**src/lucb_pkg.sv**
```systemverilog
`timescale 1ns / 1ps
package lucb_pkg;

	localparam int NUM_ARMS_DEF = 4;
	localparam int NUM_LEARNERS_DEF = 8;

	// widest store addresses over the parameter range
	localparam int INV_AW_MAX = 12;
	localparam int B_AW_MAX = 10;

	localparam logic [14:0] ONE_Q14 = 15'd16384;
	localparam logic [15:0] GAIN_RESET = 16'd4096;
	localparam logic signed [31:0] ONE_Q30 = 32'sh4000_0000;
	localparam logic signed [31:0] SCORE_MIN = 32'sh8000_0000;

	// rank-one divide: |ax_i * ax_j| < 2^63, denominator >= 2^30, quotient < 2^33
	localparam int DIV_NW = 63;
	localparam int DIV_QW = 33;
	localparam int DIV_DW = 36;
	localparam int ROOT_W = 32;

	typedef enum logic {
		OP_UPDATE = 1'b0,
		OP_SCORE  = 1'b1
	} lucb_op_t;

	typedef struct packed {
		logic        operation;
		logic [2:0]  learner;
		logic [1:0]  arm;
		logic [14:0] feature_load;
		logic [14:0] feature_energy;
		logic [14:0] feature_signal;
		logic [14:0] feature_bias;
		logic [14:0] reward;
		logic        final_arm;
	} lucb_in_t;

	typedef struct packed {
		logic signed [31:0] score;
		logic [1:0]         best_so_far;
		logic               round_done;
		logic               switched;
	} lucb_out_t;

	typedef struct packed {
		logic [INV_AW_MAX-1:0] inv_raddr;
		logic                  inv_we;
		logic [INV_AW_MAX-1:0] inv_waddr;
		logic [31:0]           inv_wdata;
		logic [B_AW_MAX-1:0]   b_raddr;
		logic                  b_we;
		logic [B_AW_MAX-1:0]   b_waddr;
		logic [31:0]           b_wdata;
	} lucb_mem_req_t;

	function automatic logic [14:0] clamp_q14(input logic [14:0] v);
		return (v > ONE_Q14) ? ONE_Q14 : v;
	endfunction

	function automatic logic signed [31:0] sat32(input logic signed [63:0] v);
		if (v > 64'sh0000_0000_7FFF_FFFF) begin
			return 32'sh7FFF_FFFF;
		end
		if (v < -64'sh0000_0000_8000_0000) begin
			return SCORE_MIN;
		end
		return v[31:0];
	endfunction

endpackage

```
**src/lucb_div.sv**
```systemverilog
`timescale 1ns / 1ps
module lucb_div (
	input  logic                        clk,
	input  logic                        arst_n,
	input  logic                        go,
	input  logic [lucb_pkg::DIV_NW-1:0] num,
	input  logic [lucb_pkg::DIV_DW-1:0] den,
	output logic                        done,
	output logic [lucb_pkg::DIV_QW-1:0] quot
);
	import lucb_pkg::*;

	localparam int CW = $clog2(DIV_QW);

	logic              run_q;
	logic              done_q;
	logic [CW-1:0]     cnt_q;
	logic [DIV_DW-1:0] den_q;
	logic [DIV_DW-1:0] rem_q;
	logic [DIV_QW-1:0] quo_q;
	logic [DIV_DW:0]   tmp;
	logic              ge;

	assign tmp = {rem_q, quo_q[DIV_QW-1]};
	assign ge  = tmp >= {1'b0, den_q};

	always_ff @(posedge clk or negedge arst_n) begin
		if (!arst_n) begin
			run_q  <= 1'b0;
			done_q <= 1'b0;
			cnt_q  <= '0;
		end else begin
			done_q <= 1'b0;
			if (go) begin
				run_q <= 1'b1;
				cnt_q <= '0;
			end else if (run_q) begin
				cnt_q <= cnt_q + 1'b1;
				if (cnt_q == CW'(DIV_QW - 1)) begin
					run_q  <= 1'b0;
					done_q <= 1'b1;
				end
			end
		end
	end

	// restoring divide, one quotient bit per cycle; top bits start below den
	always_ff @(posedge clk) begin
		if (go) begin
			den_q <= den;
			rem_q <= DIV_DW'(num[DIV_NW-1:DIV_QW]);
			quo_q <= num[DIV_QW-1:0];
		end else if (run_q) begin
			rem_q <= ge ? DIV_DW'(tmp - {1'b0, den_q}) : tmp[DIV_DW-1:0];
			quo_q <= {quo_q[DIV_QW-2:0], ge};
		end
	end

	assign done = done_q;
	assign quot = quo_q;

endmodule

```
**config.mk**
```make
export PLATFORM = sky130hd
export DESIGN_NAME = lucb_div
export DESIGN_NICKNAME = d
export VERILOG_FILES = /design/src/lucb_pkg.sv /design/src/lucb_div.sv
export SDC_FILE = /design/constraint.sdc
export NUM_CORES = 1
export LEC_CHECK = 0
export ABC_AREA = 1
export BUFFER_PORTS_ARGS = -buffer_cell sky130_fd_sc_hd__buf_2
export CORE_MARGIN = 3
export CORE_UTILIZATION = 41
export DETAILED_ROUTE_END_ITERATION = 6
export PLACE_DENSITY = 0.69
export SYNTH_ARGS = -nofsm -noshare
export SYNTH_HDL_FRONTEND = slang
export SYNTH_SLANG_ARGS = --single-unit
```
**constraint.sdc**
```tcl
create_clock -name clk -period 2 [get_ports clk]
set_clock_uncertainty 0.05 [all_clocks]
set_input_delay 0.6 -clock clk [delete_from_list [all_inputs] [get_ports clk]]
set_output_delay 0.6 -clock clk [all_outputs]
set_load 0.03 [all_outputs]
```
After elaboration in Yosys (flattened, before gate mapping). Cells that the tools add are included. Widths: inputs -> output; s select.

Bits in registers: 113. Word-level logic and storage cells: 25.

$add $sub $neg: 2. $lt $le $gt $ge: 1. Eq/ne operators: 1. Muxes and demuxes: 13. Reductions and logical operators: 1.

Operators with widths (count): $mux 33 (2); $mux 30 (2); $ge 37x36->1 (1); $mux 36 (1); $sub 36x36->36 (1); $mux 6 (2); $add 6x1->6 const B (1); $eq 6x6->1 const B (1); $mux 1 (6); $reduce_bool 2->1 (1).

Logic depth before layout (Yosys ltp).
Word-level depth: 4. Depth in mapped cells: 17. Depth with buffers taken out: 17.

Least setup slack after synthesis. No wires, ideal clock.

Kind: input -> register. Start: input go. End: register quo_q[0] (netlist: quot[0]), enable pin. Arrival time: 2.273 ns. Required time: 1.532 ns. Slack: -0.741 ns. Stages on the path: 3. Cells stage by stage: clkbuf_1 > nor2_1 > inv_1.

Cells in the longest elaborated chain, start to end: 1.

Ends and longest elaborated chain: start, declared (line lucb_div.sv:5) `input logic go,`; $reduce_bool 2->1 (no source line); end signal, assigned (line lucb_div.sv:52) `quo_q <= num[DIV_QW-1:0];`; end signal, assigned (line lucb_div.sv:55) `quo_q <= {quo_q[DIV_QW-2:0], ge};`; end, declared (line lucb_div.sv:20) `logic [DIV_QW-1:0] quo_q;`.

Every way passes these cells. A chain may end at the register's enable or synchronous reset.

Final worst setup path.
Start: register rem_q[29]. End: register rem_q[1] (data pin).

Cells in the longest elaborated chain, start to end: 4.

Ends and longest elaborated chain: start, declared (line lucb_div.sv:19) `logic [DIV_DW-1:0] rem_q;`; start signal, assigned (line lucb_div.sv:51) `rem_q <= DIV_DW'(num[DIV_NW-1:DIV_QW]);`; start signal, assigned (line lucb_div.sv:54) `rem_q <= ge ? DIV_DW'(tmp - {1'b0, den_q}) : tmp[DIV_DW-1:0];`; $ge 37x36->1 (line lucb_div.sv:25) `assign ge = tmp >= {1'b0, den_q};`; $mux 36 (line lucb_div.sv:54); $mux 30 (line lucb_div.sv:53) `end else if (run_q) begin`; $mux 30 (line lucb_div.sv:49) `if (go) begin`.

Every way passes these cells. The select of a mux whose other input is x is not followed.

==> impl_results.md <==
- Wire per inst: 15.2 µm
- Final WL: 24.2 mm
- Post-place setup slack: -0.445 ns
- Synth Warn #: 0
- Ys async rst share: 7.08%
- Vias in the first global route: 7,638
- Worst-Skew Late Latency: 0.43 ns
- Final setup violation count: 37
- I/O pins: 136
- PwrDens: 1450 nW/µm²
- Fillcell total: 1,535
- RSZ-0062 raised after global routing: yes
- Final nets: 1,494
- Leak pwr: 6.05 nW
- Sw frac: 41.2%
- Layout cell share with drive strength beyond 1: 41.5%
- Placed cell count: 1,527
- Worst Tran Pin Value: 0.542 ns
- Primary FF master, synth: edfxtp_1
- CTS buffer count: 17
- Crit. End Element: flip-flop
- Worst path required time: 2.12 ns
- Tot Pwr: 17.2 mW
- Synth Area per Inst: 7.42 µm²
- DRC viols: 0
- Logic gate share of total power: 61.2%
- Max VDD drop: 0.739 mV
- Synth cell types: 37
- Starting Density: 42.4%
- Post-synth EDFFs: 99
- Synth Register Bits: 113
- GRT overflow: 0
- Initial DRC count: 372
- Total number of vias: 7,758
- Global-route wire length before repair: 37.9 mm
- Synth-to-layout area growth: 52.7%
- Setup ws final: -0.368 ns
- Post-DP HPWL: 17.4 mm
- Cells after Synth: 1,043
- Clock network power share: 18.3%
- Root buf cell: clkbuf_16
- Clk pin slew, worst setup/hold paths: 0.07 ns
- Tmin final: 2.37 ns
- Sw Pwr: 7.07 mW
- Max clock buf depth: 2
- Initial antenna violation count: 0
- Fin crit share: 118%
- Die height: 143 µm
- CTS sink count: 113
- Width of the chip: 143 µm
- Critical Path AT: 2.49 ns
- Slew Limit Fails: 0
- CTS H-Tree Depth: 4
- Max Cap Violations: 0
- CTS tree: yes
- Outcome: finished, violations left
- GPL Wtd Cong: 0.936
- Antenna cells: 0
- Via-to-Cell Ratio: 4.86
- Rows: 49
- Critical path type: reg -> reg
- Pin count of the biggest net entering global routing: 53
- GRT Total Usage: 23.6%
- Part of the Yosys area used for sequential elements: 42.6%
- Startpoint type of the worst setup path: flip-flop
- CP Max Fanout: 6
- Cell Int Power: 10.1 mW
- Core ar.: 18,300 µm²
- Die area: 20,600 µm²
- DRT antenna net count: 0
- Final Instance Count excl. Fillers: 1,595
- Syn nets: 1,184
- Seq pwr share: 20.5%
- Endpoints failing hold: 0
- Maximum clock frequency: 0.422 GHz
- Post-Syn Area: 7740 µm²
- Failing checks: negative setup slack
- Hold Path Class: in -> reg
- Port bufs: 135
- Max-Slew Margin vs Limit: 63.8%
- DRT Pass-1 Iters: 5
[power groups by stage]
stage | sequential (mW) | combinational (mW) | clock, mW
2_1_floorplan | 3.58 | 4.93 | 0
5_1_grt | 3.57 | 11.4 | 3.30
3_5_place_dp | 3.50 | 8.19 | 0
3_3_place_gp | 3.50 | 8.11 | 0
4_1_cts | 3.50 | 9.45 | 3.21
6_report | 3.52 | 10.5 | 3.15
[sequential cells by signal (all words and copies together) (netlist names)]
name and flops:
den_q 36, rem_q 36, quot 33, cnt_q 6, done 1, run_q 1
[logic make-up (layout without fill, tap and decap cells)]
kind of cell	Yosys count	count (layout)	synth area share, %
buffers and inverters	180	503	9.94
and+or+nand+nor	641	641	35.4
DFF	113	113	42.6
AOI/OAI and AO/OA	52	52	3.65
xor gates and xnor gates	18	18	2.04
adders and majority gates	39	39	6.40
[final cells by class]
class | count | area (µm²) | area share (%)
clock buffer | 18 | 439 | 3.72
tap | 229 | 287 | 2.42
timing repair buffer | 316 | 2290 | 19.4
sequential | 113 | 3290 | 27.9
multi-input combinational | 750 | 4760 | 40.2
inverter | 155 | 588 | 4.98
clock inverter | 14 | 168 | 1.42
[cells in the final DEF, fill, tap and decap left out, types with 24 or more instances in the layout]
master and count:
buf_2 134, buf_4 157, edfxtp_1 99, ha_4 29, inv_1 129, inv_2 24, nand2_1 367, nand2_2 57
nand2_4 25, nand3_2 42, nand3b_1 41, nor2_1 49
[synth_stat cells (3+ instances only)]
| cell | n | area, µm² |
|---|---|---|
| nor2_2 | 5 | 31.3 |
| nand2_2 | 7 | 43.8 |
| dfxtp_1 | 6 | 120 |
| buf_4 | 4 | 30.0 |
| a21o_1 | 3 | 22.5 |
| clkbuf_1 | 10 | 37.5 |
| dfrtp_1 | 8 | 200 |
| edfxtp_1 | 99 | 2970 |
| buf_6 | 6 | 67.6 |
| inv_2 | 5 | 18.8 |
| nor2_1 | 63 | 236 |
| nand3_1 | 61 | 305 |
| o21bai_1 | 3 | 22.5 |
| inv_1 | 149 | 559 |
| ha_1 | 38 | 475 |
| nand3b_1 | 41 | 308 |
| nand4_1 | 6 | 37.5 |
| a21oi_1 | 31 | 155 |
| nor3_1 | 8 | 40.0 |
| o21ai_0 | 12 | 60.1 |
| nand2_1 | 443 | 1660 |
| xnor2_1 | 16 | 140 |
[layer usage]
layer | vias to the layer above | GRT usage (%) | wire (µm)
met5 | - | 0 | 0
met1 | 3587 | 31.4 | 11000
li1 | 3924 | - | -
met4 | 0 | 6.74 | 529
met2 | 217 | 38.4 | 11200
met3 | 30 | 5.79 | 1500
[final timing paths]
| check | depth (start not counted) | startpoint | to | slack, ns |
|---|---|---|---|---|
| max | 15 | rem_q[29] | rem_q[1] | -0.37 |
| min reg2reg | 2 | rem_q[35] | rem_q[35] | 0.44 |
| min | 1 | den[35] | den_q[35] | 0.30 |
| max reg2reg | 15 | rem_q[29] | rem_q[1] | -0.37 |
| max in group asynchronous | 2 | arst_n | done | 1.21 |
| min in group asynchronous | 2 | arst_n | run_q | 0.52 |
[what timing repair did]
item,CTS,global route
pin swaps,32,62
endpoints found under the hold margin,8,0
setup buffers,22,13
resized for setup,102,110
hold buffers,1,0
gates cloned,4,1
setup endpoints to repair,37,37
[through the flow]
stage	instance area [µm²]	setup TNS, ns	hold slack [ns]	util (%)
6_report	11800	-11.27	0.298	64.7
2_1_floorplan	8120	-22.15	0.254	-
5_1_grt	11800	-15.75	0.289	64.7
3_5_place_dp	10000	-12.97	0.400	55.0
3_3_place_gp	10000	-12.36	0.402	55.0
4_1_cts	11400	-10.46	0.283	62.4
[worst max-delay path, stage by stage (launching register included)]
cell       delay, ns
edfxtp_1        0.43
ha_4            0.30
buf_6           0.10
nand2_4         0.05
nor2_4          0.13
nand2_2         0.08
nor2_2          0.12
nand4_1         0.13
nand2_1         0.11
inv_2           0.08
nand2_8         0.11
buf_12          0.12
clkbuf_16       0.14
nand2_1         0.05
nand3_1         0.06
nand2_1         0.05
(Power assumes the default switching activity.)
