## src/lucb_pkg.sv

```systemverilog
`timescale 1ns / 1ps
package lucb_pkg;

	localparam int NUM_ARMS_DEF = 4;
	localparam int NUM_LEARNERS_DEF = 8;

	// widest store addresses over the parameter range
	localparam int INV_AW_MAX = 12;
	localparam int B_AW_MAX = 10;

	localparam logic [14:0] ONE_Q14 = 15'd16384;
	localparam logic [15:0] GAIN_RESET = 16'd4096;
	localparam logic signed [31:0] ONE_Q30 = 32'sh4000_0000;
	localparam logic signed [31:0] SCORE_MIN = 32'sh8000_0000;

	// rank-one divide: |ax_i * ax_j| < 2^63, denominator >= 2^30, quotient < 2^33
	localparam int DIV_NW = 63;
	localparam int DIV_QW = 33;
	localparam int DIV_DW = 36;
	localparam int ROOT_W = 32;

	typedef enum logic {
		OP_UPDATE = 1'b0,
		OP_SCORE  = 1'b1
	} lucb_op_t;

	typedef struct packed {
		logic        operation;
		logic [2:0]  learner;
		logic [1:0]  arm;
		logic [14:0] feature_load;
		logic [14:0] feature_energy;
		logic [14:0] feature_signal;
		logic [14:0] feature_bias;
		logic [14:0] reward;
		logic        final_arm;
	} lucb_in_t;

	typedef struct packed {
		logic signed [31:0] score;
		logic [1:0]         best_so_far;
		logic               round_done;
		logic               switched;
	} lucb_out_t;

	typedef struct packed {
		logic [INV_AW_MAX-1:0] inv_raddr;
		logic                  inv_we;
		logic [INV_AW_MAX-1:0] inv_waddr;
		logic [31:0]           inv_wdata;
		logic [B_AW_MAX-1:0]   b_raddr;
		logic                  b_we;
		logic [B_AW_MAX-1:0]   b_waddr;
		logic [31:0]           b_wdata;
	} lucb_mem_req_t;

	function automatic logic [14:0] clamp_q14(input logic [14:0] v);
		return (v > ONE_Q14) ? ONE_Q14 : v;
	endfunction

	function automatic logic signed [31:0] sat32(input logic signed [63:0] v);
		if (v > 64'sh0000_0000_7FFF_FFFF) begin
			return 32'sh7FFF_FFFF;
		end
		if (v < -64'sh0000_0000_8000_0000) begin
			return SCORE_MIN;
		end
		return v[31:0];
	endfunction

endpackage

```

## src/lucb_isqrt.sv

```systemverilog
`timescale 1ns / 1ps
module lucb_isqrt (
	input  logic                        clk,
	input  logic                        arst_n,
	input  logic                        go,
	input  logic [63:0]                 value,
	output logic                        done,
	output logic [lucb_pkg::ROOT_W-1:0] root
);
	import lucb_pkg::*;

	logic        run_q;
	logic        done_q;
	logic [63:0] v_q;
	logic [63:0] res_q;
	logic [63:0] bit_q;
	logic [63:0] trial;

	assign trial = res_q + bit_q;

	always_ff @(posedge clk or negedge arst_n) begin
		if (!arst_n) begin
			run_q  <= 1'b0;
			done_q <= 1'b0;
		end else begin
			done_q <= run_q && bit_q[0];
			if (go) begin
				run_q <= 1'b1;
			end else if (run_q && bit_q[0]) begin
				run_q <= 1'b0;
			end
		end
	end

	// one root bit per step from two radicand bits, 32 steps
	always_ff @(posedge clk) begin
		if (go) begin
			v_q   <= value;
			res_q <= '0;
			bit_q <= 64'h4000_0000_0000_0000;
		end else if (run_q) begin
			if (v_q >= trial) begin
				v_q   <= v_q - trial;
				res_q <= (res_q >> 1) + bit_q;
			end else begin
				res_q <= res_q >> 1;
			end
			bit_q <= bit_q >> 2;
		end
	end

	assign done = done_q;
	assign root = res_q[ROOT_W-1:0];

endmodule

```

## config.mk

```make
export PLATFORM = sky130hd
export DESIGN_NAME = lucb_isqrt
export DESIGN_NICKNAME = d
export VERILOG_FILES = /design/src/lucb_pkg.sv /design/src/lucb_isqrt.sv
export SDC_FILE = /design/constraint.sdc
export NUM_CORES = 1
export LEC_CHECK = 0
export ABC_CLOCK_PERIOD_IN_PS = 27300
export BUFFER_PORTS_ARGS = -buffer_cell sky130_fd_sc_hd__clkbuf_2
export CAP_MARGIN = 10
export CORE_MARGIN = 3
export CORE_UTILIZATION = 45
export DETAILED_ROUTE_END_ITERATION = 8
export PLACE_DENSITY_LB_ADDON = 0.25
export SLEW_MARGIN = 20
export SYNTH_ARGS = -nofsm -noshare
export SYNTH_HDL_FRONTEND = slang
export SYNTH_SLANG_ARGS = --single-unit
```

## constraint.sdc

```tcl
create_clock -name clk -period 27.3 [get_ports clk]
set_input_delay 1.365 -clock clk [delete_from_list [all_inputs] [get_ports clk]]
set_output_delay 1.365 -clock clk [all_outputs]
set_load 0.05 [all_outputs]
```

After elaboration in Yosys (flattened, before gate mapping)
Index checks and enable logic that the tools add are counted.

Bits in registers: 162. Input bits: 67. Output and inout port bits: 33.

Add/subtract/negate cells: 3. $lt $le $gt $ge: 1. Mux-type cells: 6. Reductions and logical operators: 5.

Operators with widths (count): two-way mux 64 bit (4); adder 63 x 63 -> 64 bit (1); adder 64 x 63 -> 64 bit (1); greater-or-equal comparator 64 bit (1); subtractor 64 bit (1); nonzero test 2 bit (3); two-way mux 1 bit (2); AND reduction 2 bit (1); logical AND 1 bit (1).

Longest topological paths before layout
Gate-level depths: netlist (run 1).

Depth after elaboration: 5. Gate-level depth with buffers: 25. Mapped depth without buffers: 23.

Least setup slack after synthesis (run 1)
OpenSTA, ideal clock, no wires.

Path kind: reg-to-reg. Start: register res_q[2]. End: register v_q[0], enable pin. Arrival: 8.963 ns. Required time: 26.726 ns. Path slack: 17.762 ns. Cell stages (with the launch flop): 22. Clock period less this slack: 9.538 ns. Cells stage by stage: dfxtp_1 > ha_1 > a31oi_1 > a211oi_1 > a221o_1 > a41o_1 > a21oi_2 > o21ai_1 > a311oi_2 > o21bai_1 > a31oi_1 > xor2_1 > ha_1 > clkbuf_1 > nand4_1 > a211oi_1 > nand3_1 > a21oi_1 > nor2_2 > buf_2 > buf_4 > o21ai_0.

Word-level cells in the longest chain between the ends: 4.

Ends and longest elaborated chain: start, declared (line lucb_isqrt.sv:15) `logic [63:0] res_q;`; start signal, assigned (line lucb_isqrt.sv:44) `res_q <= (res_q >> 1) + bit_q;`; start signal, assigned (line lucb_isqrt.sv:46) `res_q <= res_q >> 1;`; adder 64 x 63 -> 64 bit (line lucb_isqrt.sv:19) `assign trial = res_q + bit_q;`; greater-or-equal comparator 64 bit (line lucb_isqrt.sv:42) `if (v_q >= trial) begin`; nonzero test 2 bit (no line); AND reduction 2 bit (no line); end signal, assigned (line lucb_isqrt.sv:38) `v_q <= value;`; end signal, assigned (line lucb_isqrt.sv:43) `v_q <= v_q - trial;`; end, declared (line lucb_isqrt.sv:14) `logic [63:0] v_q;`.

No other way between the ends. A chain may end at the register's enable or synchronous reset.

Final worst setup path (run 1)
Start: register res_q[2]. End: register v_q[51], enable pin.

The elaborated chain is that of the path after synthesis.

==> results of run 1 <==
## cells by family after synthesis
family	share of synthesized area [%]
buffers and inverters	5.35
muxes	3.31
AOI/OAI and AO/OA	26.5
and+or+nand+nor	18.9
xor gates and xnor gates	9.17
adders and majority gates	10.9
DFF	25.8
## critical path, cell delays in order (launching register included)
cell      delay [ps]
dfxtp_1          450
ha_1             310
a31oi_1          360
a211oi_1         250
a221o_1          410
a41o_1           340
a21oi_2          350
o21ai_1          220
a311oi_2         400
o21bai_1         150
a31oi_1          220
xor2_1           100
ha_1             440
nand4_1          190
a211oi_1         430
nand3_1          280
a21oi_1          430
nor2_4            90
o21ai_4          470
buf_4            620
## metal layers
metal | share of wire [%] | routed length, um | GRT usage, % | vias to the layer above
li1 | - | - | - | 7011
met1 | 45 | 19700 | 31.7 | 6698
met3 | 5.8 | 2530 | 4.09 | 69
met5 | 0.023 | 10 | 0 | -
met4 | 2.7 | 1150 | 7.76 | 2
met2 | 46 | 19900 | 39.1 | 467
## stage by stage
stage,setup slack (ps),cell area [um^2],hold WS (ps)
floorplan,17760,15100,474
global placement,20560,15600,494
detailed placement,20380,15600,509
CTS,20290,16100,519
global route,19820,16100,565
finish,20310,16100,516
## power breakdown
| part | total, mW | leakage (nW) | internal (mW) | switching (mW) |
|---|---|---|---|---|
| Sequential | 0.409 | 1.47 | 0.351 | 0.0583 |
| Clock | 0.245 | 0.275 | 0.131 | 0.114 |
| Combinational | 1.09 | 4.73 | 0.405 | 0.687 |
## worst paths after layout
kind / startpoint / endpoint / slack [ps] / cells after the start
max: res_q[2] / v_q[51] / 20310 / 19
min: res_q[0] / res_q[0] / 520 / 2
max reg2reg: res_q[2] / v_q[51] / 20310 / 19
min reg2reg: res_q[0] / res_q[0] / 520 / 2
max in group asynchronous: arst_n / run_q / 26500 / 1
min in group asynchronous: arst_n / run_q / 690 / 1
## placed cells by master, fill, tap and decap left out, drive strengths merged, types with 10 or more instances in the layout
master / Yosys / routed
inv: 37 / 43
or3: 17 / 17
o21a: 10 / 10
xor2: 72 / 72
a31oi: 59 / 59
nor2b: 18 / 18
o21bai: 23 / 23
nand2b: 13 / 13
a211oi: 38 / 38
xnor2: 86 / 86
a21o: 54 / 54
nor2: 187 / 187
a21oi: 121 / 121
nor3: 28 / 28
mux2i: 42 / 42
a311oi: 15 / 15
and2: 17 / 17
nand2: 241 / 241
a221oi: 16 / 16
o21ai: 171 / 171
and3: 13 / 13
a31o: 15 / 15
nand3: 36 / 36
o31ai: 11 / 11
nand4: 33 / 33
edfxtp: 64 / 64
clkbuf: 80 / 117
ha: 130 / 130
dfxtp: 96 / 96
## state kept, by name, indices dropped and copies added (netlist names)
register,flops
res_q,64
v_q,64
done,1
run_q,1
bit_q,32
## final cells by class
cell class	count	area [um^2]	area share, %
repair buffers	107	562	3.48
clock buffers	19	447	2.77
inverters	37	139	0.861
multi-input cells	1582	10400	64.5
clock inverters	13	125	0.775
well taps	442	553	3.43
flip-flops and latches	162	3900	24.2
==> results.md, run 1 <==
* Max Cap Viol at 0
* N_diodes at 0
* Largest net degree at the start of global routing at 100
* Worst-Skew Late Latency at 450 ps
* Worst setup EP type: register
* Root Driver: clkbuf_16
* Vias at 14.2k
* Crit path kind: reg -> reg
* PD cells at ~110 mW/mm^2
* Clk buf depth at 2
* I/O Buffers at 99
* Clk pin slew, worst setup/hold paths at ~70 ps
* Critical Path AT at 7070 ps
* Fmax at 143 MHz
* Placed Instances at 2330
* Synth cell count leaders: nand2_1 (241), nor2_1 (186), o21ai_0 (132), ha_1 (130), a21oi_1 (120)
* Chip height at 189 um
* Mapped Avg Cell Area at 7.88 um^2
* Share of the yosys chip area belonging to registers at about 26%
* Leakage at 6.48 nW
* Via density at 6.03
* Netlist cell types at 88
* DRC errors left at 0
* Most used DFF post-synth: dfxtp_1
* DRT Pass-1 Iters at 7
* Setup Skew at 13.3 ps
* H-tree depth at 4
* Area grow syn2layout at 6.87%
* DP HPWL at 32900 um
* Post-synth EDFFs at 64
* First-pass GRT wire length at between 70000 and 80000 um
* Status: completed
* Standard-cell rows at between 60 and 70
* Synth area leaders: dfxtp_1 (13%), edfxtp_1 (13%), ha_1 (11%)
* Final period util at 25.6%
* Post-CTS Setup Bufs at 0
* CP Data Required Time at about 27000 ps
* Top-area cell type share of the netlist area at 12.7%
* Non-Filler Instances at 2362
* Initial antenna violation count at 1
* Fin Setup TNS at 0 ps
* I/O pin cnt at 100
* Crit-path max FO at 49
* Max Slew Vio Count at 0
* Global placer's final weighted congestion at approximately 0.94
* Initial Util at 46.0%
* Post-Route WL at 43300 um
* CTS tree: built
* Setup Viol. Count Final at 0
* Hold Vio Cnt, Final at 0
* Synthesized instance count at about 1.9k
* Resized Gates After CTS at 0
* Full die area at ~0.036 mm^2
* Tot Pwr at 1.75 mW
* Final-stage net count at 2105
* Unrepaired setup endpoints after global routing: no
* Synth area leader: dfxtp_1
* # fillers at 3260
* Antenna Nets Post-Route at 0
* Normalized max-slew margin at 38.8%
* Total CTS buffers at 17
* YS warnings at 0
* Final min period at 6990 ps
* Post-CTS Hold Buffers at 0
* Layout cells sized above 1 at between 9 and 10%
* Core Region at 0.0328 mm^2
* Mapped Area at 0.0151 mm^2
* Yosys reg bits at 162
* VDD IR max at 0.0000826 V
* Vias in the first global route at 13.5k
* Cell with the most instances after synthesis: nand2_1
* Hold Path Class: reg -> reg
* Die X-Extent at ~190 um
* Iter 0 DRT Violations at 1160
* Share of synthesized flip-flops with an asynchronous set or reset at between 1 and 1.5%
* Worst Tran Pin Value at 918 ps
* Final core utilization at between 40% and 50%
* Post-Synthesis Net Count at 2114
* Routed WL per cell at around 18 um
* Clock sink count at 162
* Startpoint type of the worst setup path: register
* Tot GR Track Use at 23.7%
* Gr ovfl total at 0
No activity file was read; power rests on OpenSTA's default activity.
==> run 2: changes to the inputs <==
Settings changed: ABC_CLOCK_PERIOD_IN_PS 27300 to 7000.
Clock period 27.3 ns to 7 ns, I/O delays scaled along.
==> results.md, run 2 (synthesized netlist as in run 1, its figures left out) <==
* Setup Skew at 11.0 ps (was 13.3 ps)
* Routed WL per cell at 18.4 um (was 18.3 um)
* Max Cap Viol at 0 (unchanged)
* R2R depth at 20 (was 19)
* DRT Pass-1 Iters at 5 (was 7)
* N_diodes at 0 (unchanged)
* Commonest non-fill, non-tap cell in the layout: nand2_1 (unchanged)
* Leakage at 6.55 nW (was 6.48 nW)
* Max Slew Vio Count at 0 (unchanged)
* Vias at 14.1k (was 14.2k)
* Normalized max-slew margin at 33.1% (was 38.8%)
* Worst setup EP type: register (unchanged)
* Crit-path max FO at 47 (was 49)
* Top Registers: res_q: 64 flops, v_q: 64 flops, bit_q: 32 flops (unchanged)
* Post-Route WL at 43600 um (was 43300 um)
* Die X-Extent at 189 um (unchanged)
* Final-stage net count at 2113 (was 2105)
* Unrepaired setup endpoints after global routing: no (unchanged)
* PD cells at 424 mW/mm^2 (was 108 mW/mm^2)
* Worst stage delay on the critical path at 460 ps (was 620 ps)
* Initial antenna violation count at 0 (was 1)
* Clk buf depth at 2 (unchanged)
* Standard-cell rows at 66 (unchanged)
* Critical Path AT at 6570 ps (was 7070 ps)
* First-pass GRT wire length at 70400 um (was 70000 um)
* Final min period at 6450 ps (was 6990 ps)
* DRC errors left at 0 (unchanged)
* Largest net degree at the start of global routing at 158 (was 100)
* Iter 0 DRT Violations at 1149 (was 1160)
* Fmax at 155 MHz (was 143 MHz)
* Total CTS buffers at 17 (unchanged)
* Worst hold slack at 170 ps (was 516 ps)
* Cell-by-cell trace of the critical path: ha_1 > a31oi_1 > a211oi_1 > a221o_1 > a41o_1 > a21oi_2 > o21ai_1 > a311oi_2 > o21bai_1 > a31oi_1 > xor2_1 > ha_1 > nand4_1 > a211oi_2 > nand3_1 > a21oi_2 > nor2_4 > buf_12 > o21ai_4 > buf_12 (was ha_1 > a31oi_1 > a211oi_1 > a221o_1 > a41o_1 > a21oi_2 > o21ai_1 > a311oi_2 > o21bai_1 > a31oi_1 > xor2_1 > ha_1 > nand4_1 > a211oi_1 > nand3_1 > a21oi_1 > nor2_4 > o21ai_4 > buf_4)
* Most frequent cells in the layout: nand2_1 (241), nor2_1 (186), o21ai_0 (130), ha_1 (130), a21oi_1 (119) (was nand2_1 (241), nor2_1 (186), o21ai_0 (131))
* Via density at 5.95 (was 6.03)
* DP HPWL at 32800 um (was 32900 um)
* Final period util at 92.1% (was 25.6%)
* Clk pin slew, worst setup/hold paths at 80 ps (was 70 ps)
* Worst Tran Pin Value at 1000 ps (was 918 ps)
* I/O pin cnt at 100 (unchanged)
* Fin Setup TNS at 0 ps (unchanged)
* H-tree depth at 4 (unchanged)
* Startpoint type of the worst setup path: register (unchanged)
* Slowest CP cell: ha_1 (was buf_4)
* Status: completed (unchanged)
* Vias in the first global route at 13.5k (about the same)
* Antenna Nets Post-Route at 0 (unchanged)
* Area grow syn2layout at 7.76% (was 6.87%)
* Core Region at 0.0328 mm^2 (unchanged)
* Initial Util at 46.0% (unchanged)
* Tot GR Track Use at 24.0% (was 23.7%)
* I/O Buffers at 99 (unchanged)
* Final core utilization at 49.6% (was 49.2%)
* Root Driver: clkbuf_16 (unchanged)
* Layout cells sized above 1 at 10.1% (was 9.64%)
* Hold Path Class: in -> reg (was reg -> reg)
* CTS tree: built (unchanged)
* Worst-Skew Late Latency at 450 ps (about the same)
* Hold Vio Cnt, Final at 0 (unchanged)
* Full die area at 0.0358 mm^2 (unchanged)
* CP Data Required Time at 7120 ps (was 27380 ps)
* Clock sink count at 162 (unchanged)
* Setup slack, reg-to-reg at 550 ps (was 20310 ps)
* Hold depth at 3 (was 2)
* VDD IR max at 0.000237 V (was 0.0000826 V)
* Setup Viol. Count Final at 0 (unchanged)
* Chip height at 189 um (unchanged)
* Crit path kind: reg -> reg (unchanged)
* Min-delay src: value[47] (was res_q[0])
* Reg-to-Reg End: v_q[63] (was v_q[51])
* R2R Path Start: res_q[2] (unchanged)
* Global placer's final weighted congestion at 0.935 (was 0.938)
* Hold path endpoint: v_q[47] (was res_q[0])
* Gr ovfl total at 0 (unchanged)
run 2: changes by cell type in the layout (fill, tap and decap cells not counted), sizes merged:
cell and change:
clkinvlp -1, buf +7, dlygate4sd3 +1, inv -2, bufinv +1, clkbuf -1
clkinv +3
run 2: layer usage:
| metal | track usage [%] | wire length, um | vias to the layer above |
|---|---|---|---|
| li1 | - | - | 7024 |
| met5 | 0 | 0 | - |
| met1 | 32.4 | 20000 | 6588 |
| met4 | 6.79 | 907 | 0 |
| met3 | 3.11 | 2140 | 60 |
| met2 | 40.5 | 20600 | 421 |
run 2: area by class of cell:
| type | instances | area (um^2) |
|---|---|---|
| Clock buffer | 18 | 439 |
| Clock inverter | 14 | 155 |
| Fill cell | 3247 | 16500 |
| Inverter | 37 | 139 |
| Multi-Input combinational cell | 1582 | 10400 |
| Sequential cell | 162 | 3900 |
| Tap cell | 442 | 553 |
| Timing Repair Buffer | 115 | 662 |
run 2: critical path, delay by kind of cell, from the launching register on:
family / cells / cell delay [ps]
xor+xnor: 1 / 110
fa+ha+maj: 2 / 770
buf+inv: 2 / 460
flops: 1 / 440
compound gates: 12 / 3580
simple gates: 3 / 630
run 2: worst max path at each step:
stage	start	endpoint	slack [ps]	cells after the start
final	res_q[2]	v_q[63]	550	20
after global routing	bit_q[0]	v_q[63]	170	23
after CTS	bit_q[0]	res_q[53]	70	24
after detailed placement	bit_q[0]	res_q[53]	90	24
after global placement	res_q[4]	res_q[21]	220	23
after floorplan	res_q[2]	v_q[0]	430	21
run 2: repair_timing:
action / CTS / global route
buffers inserted: 0 / 0
endpoints found under the setup margin: 0 / 127
resized for setup: 0 / 4
hold endpoints to repair: 2 / 0
hold buffers: 1 / 0
run 2: power by group:
group / internal (mW) / switching, mW / total (mW) / leakage, nW
Combinational: 1.64 / 2.69 / 4.33 / 4.79
Sequential: 1.37 / 0.208 / 1.57 / 1.47
Clock: 0.541 / 0.449 / 0.990 / 0.288
run 2: through the flow:
step           instance area (um^2)  worst slack [ps]  instances  total power, mW
2_1_floorplan                 15100               431       1916             4.85
3_3_place_gp                  15700               223       2337             5.80
3_5_place_dp                  15700              87.6       2337             5.84
4_1_cts                       16300              73.1       2370             6.86
5_1_grt                       16300               167       2370             7.40
6_report                      16300               554       2370             6.89
